===== config.mk =====
export PLATFORM = sky130hd
export DESIGN_NAME = net_edge_length_stats
export DESIGN_NICKNAME = d
export VERILOG_FILES = /design/src/hw/rtl/nels_pkg.sv /design/src/hw/rtl/nels_ram.sv /design/src/hw/rtl/net_edge_length_stats.sv
export SDC_FILE = /design/constraint.sdc
export NUM_CORES = 2
export LEC_CHECK = 0
export BUFFER_PORTS_ARGS = -buffer_cell sky130_fd_sc_hd__buf_2
export CORE_MARGIN = 1
export CORE_UTILIZATION = 25
export DETAILED_ROUTE_END_ITERATION = 7
export MAX_ROUTING_LAYER = met4
export SLEW_MARGIN = 20
export SYNTH_ARGS = -nofsm -noshare
export SYNTH_HDL_FRONTEND = slang
export SYNTH_MEMORY_MAX_BITS = 65536
export SYNTH_SLANG_ARGS = --single-unit

===== constraint.sdc =====
create_clock -name aclk -period 11.2 [get_ports aclk]
set_input_delay 1.12 -clock aclk [delete_from_list [all_inputs] [get_ports aclk]]
set_output_delay 1.12 -clock aclk [all_outputs]
set_load 0.1 [all_outputs]

===== src/hw/rtl/nels_pkg.sv =====
package nels_pkg;

    localparam int CMD_W    = 2;
    localparam int ROLE_W   = 2;
    localparam int NODE_W   = 20;
    localparam int COORD_W  = 24;
    localparam int CFG_W    = 6;
    localparam int CNT_W    = 32;
    localparam int SUM_W    = 48;
    localparam int LEN_W    = 25;

    localparam int S_TDATA_W = 72;
    localparam int M_TDATA_W = 160;

    // shift-subtract steps for total / count
    localparam int DIV_STEPS = SUM_W;

    localparam logic [CFG_W-1:0] CFG_MAX_NET_RESET = 6'd32;

    localparam logic [CMD_W-1:0] CMD_PIN    = 2'd0;
    localparam logic [CMD_W-1:0] CMD_END    = 2'd1;
    localparam logic [CMD_W-1:0] CMD_REPORT = 2'd2;

    localparam logic [ROLE_W-1:0] ROLE_SRC     = 2'd0;
    localparam logic [ROLE_W-1:0] ROLE_SRCSINK = 2'd1;
    localparam logic [ROLE_W-1:0] ROLE_SINK    = 2'd2;

    typedef struct packed {
        logic [COORD_W-1:0] y;
        logic [COORD_W-1:0] x;
        logic [NODE_W-1:0]  node;
        logic [ROLE_W-1:0]  role;
    } pin_rec_t;

endpackage


===== src/hw/rtl/nels_ram.sv =====
module nels_ram #(
    parameter int WIDTH = 8,
    parameter int DEPTH = 32
) (
    input  logic                     clk,
    input  logic                     wr_en,
    input  logic [$clog2(DEPTH)-1:0] wr_addr,
    input  logic [WIDTH-1:0]         wr_data,
    input  logic [$clog2(DEPTH)-1:0] rd_addr,
    output logic [WIDTH-1:0]         rd_data
);

    logic [WIDTH-1:0] mem [DEPTH];

    always_ff @(posedge clk) begin
        if (wr_en) begin
            mem[wr_addr] <= wr_data;
        end
        rd_data <= mem[rd_addr];
    end

endmodule


===== src/hw/rtl/net_edge_length_stats.sv =====
// Manhattan edge-length statistics over placed nets. Pins of a net arrive as
// pin transfers (tuser = pin) and are written into a pin RAM; an end-of-net
// transfer walks every (driver, receiver) pair of the buffered net, one pair
// per cycle, and folds |dx|+|dy| into a saturating count and total plus a
// running max and min. Nets with more pins than max_net_size, or with more
// than MAX_PINS pins, add nothing. A report transfer emits one result with
// count, total, max, min, truncated average and an empty flag, then clears
// the statistics. An end-of-net transfer for a measured net keeps the input
// stalled through the pair walk over the two RAM read ports and the pipeline
// drain; a report with edges runs the shift-subtract divider before the result
// is offered, and one without edges skips it. The result waits in an output
// register, so pins keep flowing while it is held. max_net_size is written on
// the cfg channel; the user must write it only while the block is idle, which
// the block itself does not enforce.
module net_edge_length_stats
    import nels_pkg::*;
#(
    parameter int MAX_PINS = 32
) (
    input  logic                 aclk,
    input  logic                 aresetn,

    input  logic                 cfg_valid,
    output logic                 cfg_ready,
    input  logic [CFG_W-1:0]     cfg_data,   // max_net_size

    input  logic                 s_tvalid,
    output logic                 s_tready,
    // [1:0] pin_role, [21:2] node_id, [45:22] pin_x, [69:46] pin_y, [71:70] zero
    input  logic [S_TDATA_W-1:0] s_tdata,
    // [1:0] command
    input  logic [CMD_W-1:0]     s_tuser,

    output logic                 m_tvalid,
    input  logic                 m_tready,
    // [31:0] edge_count, [79:32] total_length, [104:80] max_length,
    // [129:105] min_length, [154:130] avg_length, [159:155] zero
    output logic [M_TDATA_W-1:0] m_tdata,
    // [0] no_edges
    output logic [0:0]           m_tuser
);

    localparam int AW   = $clog2(MAX_PINS);
    localparam int CW   = $clog2(MAX_PINS + 1);
    localparam int CMPW = (CW > CFG_W) ? CW : CFG_W;
    localparam int RW   = $bits(pin_rec_t);
    localparam int DCW  = $clog2(DIV_STEPS);

    localparam logic [1:0] ST_IDLE = 2'd0;
    localparam logic [1:0] ST_WALK = 2'd1;
    localparam logic [1:0] ST_DIV  = 2'd2;
    localparam logic [1:0] ST_DONE = 2'd3;

    // ---------------------------------------------------------------
    // control
    // ---------------------------------------------------------------
    logic [1:0]        state_reg, state_next;
    logic [CFG_W-1:0]  max_net_reg;
    logic [CW-1:0]     pins_reg;
    logic              oversize_reg;
    logic [CW-1:0]     walk_n_reg;
    logic [AW-1:0]     idx_i_reg, idx_j_reg;

    logic              in_xfer, cmd_pin, cmd_end, cmd_report;
    logic              walk_busy, net_ok, ram_we;
    logic              last_j, last_i;
    pin_rec_t          wr_rec;

    assign cfg_ready = 1'b1;

    // pair pipeline valids: RAM read, abs stage, sum stage
    logic rd_v_reg, pv2_reg, pv3_reg;
    assign walk_busy = rd_v_reg | pv2_reg | pv3_reg;

    assign s_tready   = (state_reg == ST_IDLE) && !walk_busy;
    assign in_xfer    = s_tvalid && s_tready;
    assign cmd_pin    = in_xfer && (s_tuser == CMD_PIN);
    assign cmd_end    = in_xfer && (s_tuser == CMD_END);
    assign cmd_report = in_xfer && (s_tuser == CMD_REPORT);

    assign ram_we = cmd_pin && (pins_reg < CW'(MAX_PINS));

    assign wr_rec.role = s_tdata[1:0];
    assign wr_rec.node = s_tdata[21:2];
    assign wr_rec.x    = s_tdata[45:22];
    assign wr_rec.y    = s_tdata[69:46];

    // a net is measured only if it fit the buffer and the size limit
    assign net_ok = !oversize_reg && (pins_reg != '0) &&
                    (CMPW'(pins_reg) <= CMPW'(max_net_reg));

    assign last_j = ({1'b0, idx_j_reg} == (AW + 1)'(walk_n_reg - CW'(1)));
    assign last_i = ({1'b0, idx_i_reg} == (AW + 1)'(walk_n_reg - CW'(1)));

    // ---------------------------------------------------------------
    // pin RAMs: same contents, one read port walks drivers, one receivers
    // ---------------------------------------------------------------
    logic [RW-1:0] rd_a_data, rd_b_data;
    pin_rec_t      rec_a, rec_b;

    nels_ram #(.WIDTH(RW), .DEPTH(MAX_PINS)) u_ram_drv (
        .clk     (aclk),
        .wr_en   (ram_we),
        .wr_addr (pins_reg[AW-1:0]),
        .wr_data (wr_rec),
        .rd_addr (idx_i_reg),
        .rd_data (rd_a_data)
    );

    nels_ram #(.WIDTH(RW), .DEPTH(MAX_PINS)) u_ram_rcv (
        .clk     (aclk),
        .wr_en   (ram_we),
        .wr_addr (pins_reg[AW-1:0]),
        .wr_data (wr_rec),
        .rd_addr (idx_j_reg),
        .rd_data (rd_b_data)
    );

    assign rec_a = pin_rec_t'(rd_a_data);
    assign rec_b = pin_rec_t'(rd_b_data);

    // ---------------------------------------------------------------
    // pair pipeline
    // ---------------------------------------------------------------
    logic               pair_take;
    logic signed [COORD_W:0] dx, dy;
    logic [COORD_W-1:0] adx_reg, ady_reg;
    logic [LEN_W-1:0]   dist_reg;

    always_comb begin
        pair_take = rd_v_reg &&
                    (rec_a.role inside {ROLE_SRC, ROLE_SRCSINK}) &&
                    (rec_b.role inside {ROLE_SRCSINK, ROLE_SINK}) &&
                    !(rec_a.role == ROLE_SRCSINK && rec_b.role == ROLE_SRCSINK &&
                      rec_a.node == rec_b.node);
        dx = $signed({rec_a.x[COORD_W-1], rec_a.x}) - $signed({rec_b.x[COORD_W-1], rec_b.x});
        dy = $signed({rec_a.y[COORD_W-1], rec_a.y}) - $signed({rec_b.y[COORD_W-1], rec_b.y});
    end

    always_ff @(posedge aclk) begin
        adx_reg  <= dx[COORD_W] ? COORD_W'(-dx) : dx[COORD_W-1:0];
        ady_reg  <= dy[COORD_W] ? COORD_W'(-dy) : dy[COORD_W-1:0];
        dist_reg <= {1'b0, adx_reg} + {1'b0, ady_reg};
    end

    always_ff @(posedge aclk) begin
        if (!aresetn) begin
            rd_v_reg <= 1'b0;
            pv2_reg  <= 1'b0;
            pv3_reg  <= 1'b0;
        end else begin
            rd_v_reg <= (state_reg == ST_WALK);
            pv2_reg  <= pair_take;
            pv3_reg  <= pv2_reg;
        end
    end

    // ---------------------------------------------------------------
    // statistics
    // ---------------------------------------------------------------
    logic [CNT_W-1:0] count_reg;
    logic [SUM_W-1:0] sum_reg;
    logic [LEN_W-1:0] max_reg, min_reg;
    logic [SUM_W:0]   sum_wide;

    assign sum_wide = {1'b0, sum_reg} + (SUM_W + 1)'(dist_reg);

    always_ff @(posedge aclk) begin
        if (!aresetn) begin
            count_reg <= '0;
            sum_reg   <= '0;
            max_reg   <= '0;
            min_reg   <= '1;
        end else if (cmd_report) begin
            count_reg <= '0;
            sum_reg   <= '0;
            max_reg   <= '0;
            min_reg   <= '1;
        end else if (pv3_reg) begin
            if (count_reg != '1) begin
                count_reg <= count_reg + CNT_W'(1);
            end
            sum_reg <= sum_wide[SUM_W] ? '1 : sum_wide[SUM_W-1:0];
            if (dist_reg > max_reg) begin
                max_reg <= dist_reg;
            end
            if (dist_reg < min_reg) begin
                min_reg <= dist_reg;
            end
        end
    end

    // ---------------------------------------------------------------
    // report snapshot and shift-subtract divider
    // ---------------------------------------------------------------
    logic [CNT_W-1:0] snap_cnt_reg;
    logic [SUM_W-1:0] snap_sum_reg;
    logic [LEN_W-1:0] snap_max_reg, snap_min_reg;
    logic [SUM_W-1:0] quo_reg;
    logic [CNT_W-1:0] rem_reg;
    logic [DCW-1:0]   div_cnt_reg;
    logic [CNT_W:0]   rem_shift;
    logic             rem_ge;
    logic [LEN_W-1:0] avg_val;

    assign rem_shift = {rem_reg, quo_reg[SUM_W-1]};
    assign rem_ge    = (rem_shift >= {1'b0, snap_cnt_reg});
    // saturated totals can push the quotient past the max; clamp there
    assign avg_val   = (quo_reg > SUM_W'(snap_max_reg)) ? snap_max_reg : quo_reg[LEN_W-1:0];

    always_ff @(posedge aclk) begin
        if (cmd_report) begin
            snap_cnt_reg <= count_reg;
            snap_sum_reg <= sum_reg;
            snap_max_reg <= max_reg;
            snap_min_reg <= min_reg;
            quo_reg      <= (count_reg == '0) ? '0 : sum_reg;
            rem_reg      <= '0;
            div_cnt_reg  <= '0;
        end else if (state_reg == ST_DIV) begin
            rem_reg     <= rem_ge ? CNT_W'(rem_shift - {1'b0, snap_cnt_reg})
                                  : rem_shift[CNT_W-1:0];
            quo_reg     <= {quo_reg[SUM_W-2:0], rem_ge};
            div_cnt_reg <= div_cnt_reg + DCW'(1);
        end
    end

    // ---------------------------------------------------------------
    // sequencer
    // ---------------------------------------------------------------
    logic out_free;
    assign out_free = !m_tvalid || m_tready;

    always_comb begin
        state_next = state_reg;
        case (state_reg)
            ST_IDLE: begin
                if (cmd_end && net_ok) begin
                    state_next = ST_WALK;
                end else if (cmd_report) begin
                    state_next = (count_reg == '0) ? ST_DONE : ST_DIV;
                end
            end
            ST_WALK: begin
                if (last_j && last_i) begin
                    state_next = ST_IDLE;
                end
            end
            ST_DIV: begin
                if (div_cnt_reg == DCW'(DIV_STEPS - 1)) begin
                    state_next = ST_DONE;
                end
            end
            ST_DONE: begin
                if (out_free) begin
                    state_next = ST_IDLE;
                end
            end
            default: state_next = ST_IDLE;
        endcase
    end

    always_ff @(posedge aclk) begin
        if (!aresetn) begin
            state_reg    <= ST_IDLE;
            max_net_reg  <= CFG_MAX_NET_RESET;
            pins_reg     <= '0;
            oversize_reg <= 1'b0;
            walk_n_reg   <= '0;
            idx_i_reg    <= '0;
            idx_j_reg    <= '0;
        end else begin
            state_reg <= state_next;
            if (cfg_valid && cfg_ready) begin
                max_net_reg <= cfg_data;
            end
            if (ram_we) begin
                pins_reg <= pins_reg + CW'(1);
            end else if (cmd_pin) begin
                oversize_reg <= 1'b1;
            end
            if (cmd_end) begin
                pins_reg     <= '0;
                oversize_reg <= 1'b0;
                walk_n_reg   <= pins_reg;
                idx_i_reg    <= '0;
                idx_j_reg    <= '0;
            end
            if (state_reg == ST_WALK) begin
                if (last_j) begin
                    idx_j_reg <= '0;
                    idx_i_reg <= idx_i_reg + AW'(1);
                end else begin
                    idx_j_reg <= idx_j_reg + AW'(1);
                end
            end
        end
    end

    // ---------------------------------------------------------------
    // result register
    // ---------------------------------------------------------------
    logic [CNT_W-1:0] out_cnt_reg;
    logic [SUM_W-1:0] out_sum_reg;
    logic [LEN_W-1:0] out_max_reg, out_min_reg, out_avg_reg;
    logic             out_empty_reg;
    logic             m_tvalid_reg;
    logic             out_load;

    assign out_load = (state_reg == ST_DONE) && out_free;

    always_ff @(posedge aclk) begin
        if (!aresetn) begin
            m_tvalid_reg <= 1'b0;
        end else if (out_load) begin
            m_tvalid_reg <= 1'b1;
        end else if (m_tready) begin
            m_tvalid_reg <= 1'b0;
        end
    end

    always_ff @(posedge aclk) begin
        if (out_load) begin
            out_cnt_reg   <= snap_cnt_reg;
            out_sum_reg   <= snap_sum_reg;
            out_max_reg   <= snap_max_reg;
            out_min_reg   <= snap_min_reg;
            out_avg_reg   <= avg_val;
            out_empty_reg <= (snap_cnt_reg == '0);
        end
    end

    assign m_tvalid = m_tvalid_reg;
    assign m_tdata  = {5'd0, out_avg_reg, out_min_reg, out_max_reg, out_sum_reg, out_cnt_reg};
    assign m_tuser  = out_empty_reg;

`ifndef SYNTHESIS
    // the pin RAMs are never written while a net is being walked
    a_no_write_in_walk: assert property (@(posedge aclk) disable iff (!aresetn)
        (state_reg == ST_WALK || walk_busy) |-> !ram_we)
        else $error("pin RAM written during pair walk");

    // walk indices stay inside the buffered net
    a_walk_in_range: assert property (@(posedge aclk) disable iff (!aresetn)
        (state_reg == ST_WALK) |-> (CW'(idx_i_reg) < walk_n_reg && CW'(idx_j_reg) < walk_n_reg))
        else $error("pair walk index past net size");

    // empty statistics look cleared
    a_empty_stats: assert property (@(posedge aclk) disable iff (!aresetn)
        (count_reg == '0) |-> (max_reg == '0 && min_reg == '1 && sum_reg == '0))
        else $error("statistics not clear with zero count");

    // with edges, min never exceeds max
    a_min_le_max: assert property (@(posedge aclk) disable iff (!aresetn)
        (count_reg != '0) |-> (min_reg <= max_reg))
        else $error("min above max");

    // offered average never exceeds offered max
    a_avg_le_max: assert property (@(posedge aclk) disable iff (!aresetn)
        m_tvalid_reg |-> (out_avg_reg <= out_max_reg))
        else $error("average above max");
`endif

endmodule


-- Yosys cells after proc, flatten, opt, wreduce, memory -nomap -nowiden
Memory sizes are Yosys's and may differ from the RTL's. A register that Yosys moved wholly into a read port is not among the register bits.
Index checks and enable logic that the tools add are counted.
- eq/ne operators: 17
- add/sub/neg operators: 13
- multiplexer cells: 25
- reductions and logical operators: 39
- order comparisons: 6
- bitwise gates (word level): 4
- operators by type and width (kind ; count):
    2-to-1 mux 48 bit ; 4
    logical NOT 32 bit ; 2
    subtractor 24 x 24 -> 25 bit ; 2
    adder 48 x 25 -> 49 bit ; 1
    > comparator 48 x 25 -> 1 bit ; 1
    2-to-1 mux 24 bit ; 2
    negation 24 bit ; 2
    greater-or-equal comparator 33 x 32 -> 1 bit ; 1
    adder 32 x 1 -> 32 bit (second input constant) ; 1
    2-to-1 mux 32 bit ; 1
    inequality test 32 bit (second input constant) ; 1
    subtractor 32 bit ; 1
    2-to-1 mux 5 bit ; 6
    adder 24 x 24 -> 25 bit ; 1
    > comparator 25 bit ; 1
    less-than comparator 25 bit ; 1
    2-to-1 mux 25 bit ; 1
    equality test 20 bit ; 1
    logical AND 1 bit ; 16
    adder 6 x 1 -> 6 bit (second input constant) ; 2
    equality test 5 x 6 -> 1 bit ; 2
    adder 5 x 1 -> 5 bit (second input constant) ; 2
    2-to-1 mux 2 bit ; 5
    nonzero test 2 bit ; 5
    other kinds (20) ; 42
- memories: 2
- input port bits: 85
- memory bits (writable): 4480
- register bits after elaboration: 610
- memory list (memory ; words ; width ; read ports ; clocked after memory_dff ; write ports ; RTL line ; source):
    u_ram_drv.mem ; 32 ; 70 ; 1 ; 1 ; 1 ; nels_ram.sv:13 ; logic [WIDTH-1:0] mem [DEPTH];
    u_ram_rcv.mem ; 32 ; 70 ; 1 ; 1 ; 1 ; nels_ram.sv:13 ;

-- Logic depth before layout (Yosys ltp)
- word-level depth: 9
- depth in mapped cells: 15
- mapped depth without buffers: 14

-- Cells and area by module
Synthesis repeated with hierarchy kept, for this count alone.
- cells, all modules: 10512
- area, all modules: 204463.6 sq um
- by module, submodules not included (module ; instances ; sequential area each (sq um) ; area an instance (sq um) ; cells an instance):
    nels_ram at u_ram_drv ; 1 ; 68665.9 ; 86610.6 ; 4091
    nels_ram at u_ram_rcv ; 1 ; 68665.9 ; 86389.1 ; 3388
    net_edge_length_stats ; 1 ; 15554.9 ; 31463.9 ; 3033

-- Least setup slack after synthesis
OpenSTA, ideal clock, no wires.
- path kind: flip-flop to flip-flop
- start point: register pv3_reg
- end point: register quo_reg[0] (enable)
- clock period less this slack: 10349 ps
- stages on the path, launching flop included: 10
- slack: 851 ps
- arrival time: 9947 ps
- path through: dfxtp_1 > clkbuf_1 > or4_1 > nor2_1 > nand2_1 > nor3b_2 > nor2_1 > clkbuf_1 > clkbuf_1 > inv_1
- word-level cells in the longest chain between the ends: 6
- RTL lines (what ; RTL line ; source):
    start: declaration ; net_edge_length_stats.sv:72 ; logic rd_v_reg, pv2_reg, pv3_reg;
    start signal: assignment ; net_edge_length_stats.sv:154 ; pv3_reg <= pv2_reg;
    bitwise OR 1 bit ; net_edge_length_stats.sv:73 ; assign walk_busy = rd_v_reg | pv2_reg | pv3_reg;
    logical NOT 1 bit ; net_edge_length_stats.sv:75 ; assign s_tready = (state_reg == ST_IDLE) && !walk_busy;
    logical AND 1 bit ; net_edge_length_stats.sv:75 ;
    via s_tready ; net_edge_length_stats.sv:28 ; output logic s_tready,
    logical AND 1 bit ; net_edge_length_stats.sv:76 ; assign in_xfer = s_tvalid && s_tready;
    logical AND 1 bit ; net_edge_length_stats.sv:79 ; assign cmd_report = in_xfer && (s_tuser == CMD_REPORT);
    via cmd_report ; net_edge_length_stats.sv:64 ; logic in_xfer, cmd_pin, cmd_end, cmd_report;
    nonzero test 2 bit (no source line) ; - ;
    end signal: assignment ; net_edge_length_stats.sv:217 ; quo_reg <= (count_reg == '0) ? '0 : sum_reg;
    end signal: assignment ; net_edge_length_stats.sv:223 ; quo_reg <= {quo_reg[SUM_W-2:0], rem_ge};
    end: declaration ; net_edge_length_stats.sv:199 ; logic [SUM_W-1:0] quo_reg;
The timed path passes the listed nets, and every way through them passes these cells.
A chain may end at the register's enable or synchronous reset.

-- Worst setup path after layout
- start point: register state_reg[0]
- end point: memory u_ram_rcv.mem[21][50] in the netlist's numbering (enable)
- word-level cells in the longest chain between the ends: 7
- RTL lines (what ; RTL line ; source):
    start: declaration ; net_edge_length_stats.sv:57 ; logic [1:0] state_reg, state_next;
    start signal: assignment ; net_edge_length_stats.sv:273 ; state_reg <= state_next;
    logical NOT 2 bit ; net_edge_length_stats.sv:75 ;
    logical AND 1 bit ; net_edge_length_stats.sv:75 ;
    logical AND 1 bit ; net_edge_length_stats.sv:76 ;
    logical AND 1 bit ; net_edge_length_stats.sv:77 ; assign cmd_pin = in_xfer && (s_tuser == CMD_PIN);
    logical AND 1 bit ; net_edge_length_stats.sv:81 ; assign ram_we = cmd_pin && (pins_reg < CW'(MAX_PINS));
    2-to-1 mux 1 bit ; nels_ram.sv:16 ; if (wr_en) begin
    2-to-1 mux 1 bit (implied by the code) ; nels_ram.sv:17 ; mem[wr_addr] <= wr_data;
    end: declaration ; nels_ram.sv:13 ;
No other way between the ends.

==> metrics.yaml <==
route:
  vias: 75800
  wl_um: 397000
  drc: 0
  firstDrtPassIters: 6
  drt-vias-per-instance: 5.05
  antenna_left: 0
  drt_iter0_markers: 9055
  wire_per_inst_um: 26.5
synth:
  ys_ff_latch: 2990
  ys_top_cells_by_area: "edfxtp_1 (57%), mux4_2 (23%), dfxtp_1 (6.1%)"
  ys_warn_count: 0
  ys_seq_area_share_pct: 63.1
  syn_inst: 7291
  synth-edff-count: 2574
  synth_area_leader_cell: "edfxtp_1"
  synthArstFlopShare_pct: 0
  synth_top_area_share_pct: 57.0
  synth_area_um2: 136000
  synthFlopType: "edfxtp_1"
  yosysUniqueCellTypes: 82
  syn_avg_cell_area_um2: 18.6
timing:
  finalCritPeriodShare_pct: 50.7
  grt_setup_unrepaired: "false"
  drv_slew: 0
  tightest_slew_ns: 1.15
  min_period_ns: 5.68
  slew_headroom_pct: 23.5
  max_freq_mhz: 176
  holdWs_ns: 0.375
  setup_viol: 0
  fin_setup_tns_ns: 0
  skew_ns: 0.104
  hold_violations: 0
power_and_ir_drop:
  p_int_uw: 19600
  switching_share_pct: 24.9
  p_leak_uw: 0.0479
  ir_drop_uv: 142
  power_density_nw_per_um2: 167
  p_clk_share_pct: 40.0
  switchingPower_uw: 6490
  power_frac_comb_pct: 11.5
  p_seq_share_pct: 48.5
critical_path:
  arrival_ns: 6.17
  crit_start: "state_reg[0]"
  end_kind: "flip-flop"
  timing.rr.start: "state_reg[0]"
  path_class: "reg -> reg"
  worstReg2RegEnd: "u_ram_rcv.mem[21][50]"
  r2r_cells: 8
  cp_data_required_time_ns: 11.69
  r2r_slack_ns: 5.52
  worst_setup_path_start_kind: "flip-flop"
  crit_fanout: 29
worst_hold_path:
  hold_depth: 0
  hold_start: "snap_sum_reg[25]"
  hold_class: "reg -> reg"
  min_to: "out_sum_reg[25]"
grt:
  met2_usage_pct: 22.7
  grt_util_met1_pct: 19.7
  antenna_found_initial: 78
  busiest_layer: "met2"
  grt_overflow_total: 0
  grt_usage_pct: 14.5
  groute.layer.met3.usage_pct: 2.53
  grt_pass1_wl_um: 565000
  grt_pass1_vias: 76500
  grt_max_degree: 145
place:
  hpwl_um: 218000
  place_congestion: 0.856
  io_buffers: 240
cells_and_area:
  largest_reg_flops: 2170
  mostFrequentLayoutCells: "edfxtp_1 (2574), mux4_2 (1400), dfxtp_1 (406)"
  fin_nets: 7837
  fillCellCount: 52800
  registers.top_by_ff_count: "u_ram_rcv.mem"
  multi_input_area_um2: 47800
  final_common_cell: "edfxtp_1"
  seqCellArea_um2: 85700
  post_route_cells_drive_above_1_share_pct: 31.6
  syn_to_final_growth_pct: 15.0
clocking:
  cts_resized: 0
  cts_tree: "built"
  clock-sinks: 2990
  cts.path.max_buffers: 4
  cts_htree_levels: 5
  cts_made_buffers: 306
  cts_hold_buf: 0
  clk_transition_reported_paths_ns: 0.06
  cts_setup_buffers: 0
  root_buffer: "clkbuf_16"
  clock_latency_ns: 0.93
die:
  rows: 270
  die_y_um: 739
  coreArea_um2: 541000
  initial_core_util_pct: 25.1
  ios: 249
  die_area_um2: 546000
  fp.dieW_um: 739
run:
  drv_cap: 0
outcome:
  status: "complete, no violations"
==> power groups by stage <==
stage | registers (µW) | logic (µW) | clock network, µW
6_report | 12600 | 3000 | 10400
4_1_cts | 12600 | 2980 | 10600
5_1_grt | 12700 | 3290 | 11000
2_1_floorplan | 12800 | 2100 | 0
3_5_place_dp | 12900 | 2970 | 0
3_3_place_gp | 12900 | 2940 | 0
==> final cells by class <==
cell class	instances	area share (%)
sequential	2990	54.9
clock inverter	168	1.16
antenna	30	0.0481
clock buffer	384	5.28
timing repair buffer	357	1.62
inverter	222	0.535
multi-input combinational	3648	30.6
tap	7208	5.78
==> through the flow <==
step / setup slack (ns) / cell area [µm²] / instances / util (%) / total power [µW]
2_1_floorplan: 0.851 / 136000 / 7295 / - / 14900
3_3_place_gp: 5.29 / 146000 / 14400 / 27.0 / 15800
3_5_place_dp: 5.24 / 146000 / 14400 / 27.0 / 15800
4_1_cts: 5.47 / 156000 / 15000 / 28.8 / 26200
5_1_grt: 5.28 / 156000 / 15000 / 28.8 / 27000
6_report: 5.52 / 156000 / 15000 / 28.9 / 26100
==> Yosys cell counts (6+ instances only) <==
| cell type | count |
|---|---|
| mux4_2 | 1400 |
| nor2_1 | 199 |
| xor2_1 | 100 |
| mux2i_1 | 36 |
| or3_1 | 11 |
| and3_1 | 35 |
| a211o_1 | 9 |
| o21a_1 | 31 |
| a211oi_1 | 12 |
| clkbuf_1 | 309 |
| dfxtp_1 | 416 |
| nand2b_1 | 25 |
| o21ai_1 | 23 |
| o31ai_1 | 39 |
| ha_1 | 222 |
| a21boi_0 | 13 |
| nor4_1 | 31 |
| inv_1 | 222 |
| nand2_1 | 268 |
| nor2b_1 | 43 |
| nand4_1 | 49 |
| a21oi_1 | 185 |
| o21bai_1 | 6 |
| a21o_1 | 78 |
| mux2_2 | 146 |
| a311oi_1 | 7 |
| o211ai_1 | 37 |
| buf_4 | 6 |
| buf_1 | 114 |
| a221o_1 | 10 |
| o21ai_0 | 127 |
| or4_1 | 7 |
| and2_1 | 24 |
| nand3_1 | 136 |
| edfxtp_1 | 2574 |
| or2_2 | 7 |
| xnor2_1 | 124 |
| and4_1 | 12 |
| nor3b_1 | 10 |
| a31oi_1 | 28 |
| nor3_1 | 47 |
| a41oi_1 | 6 |
| mux2_4 | 20 |
==> critical path, stage by stage (launching register included) <==
cell and delay (ns):
dfxtp_1 0.38, or4_1 0.53, nor2_1 0.17, nand2_1 0.23, nor4_2 0.64, nand2_1 0.71
nor2_4 0.94, buf_4 0.81, buf_4 0.80
==> per-layer routing <==
layer	vias up	share of wire, %	wire length, µm
met5	-	0	0
met4	0	2.5	10000
met3	696	8.7	34500
met2	3805	47	187000
met1	40500	42	165000
li1	30800	-	-
==> kinds of logic (layout without fill, tap and decap cells) <==
| family | count (synthesis) | in the layout | synth area share (%) |
|---|---|---|---|
| other | 2 | 36 | 0.00554 |
| buffers and inverters | 657 | 1131 | 1.86 |
| AND/OR/NAND/NOR | 928 | 928 | 3.34 |
| flip-flops | 2990 | 2990 | 63.1 |
| multiplexers | 1602 | 1602 | 24.9 |
| XOR/XNOR | 224 | 224 | 1.45 |
| adder cells (fa/ha/maj) | 227 | 227 | 2.12 |
| AO/OA/AOI/OAI | 661 | 661 | 3.15 |
==> worst max path at each step <==
| stage | to | slack [ns] | cells after the start |
|---|---|---|---|
| finish | u_ram_rcv.mem[21][50] | 5.52 | 8 |
| global route | u_ram_rcv.mem[21][50] | 5.28 | 8 |
| CTS | u_ram_rcv.mem[21][50] | 5.47 | 8 |
| detailed placement | u_ram_rcv.mem[21][53] | 5.24 | 7 |
| global placement | u_ram_rcv.mem[21][53] | 5.29 | 7 |
| floorplan | quo_reg[0] | 0.85 | 9 |
Power figures use the tool's default switching activity.
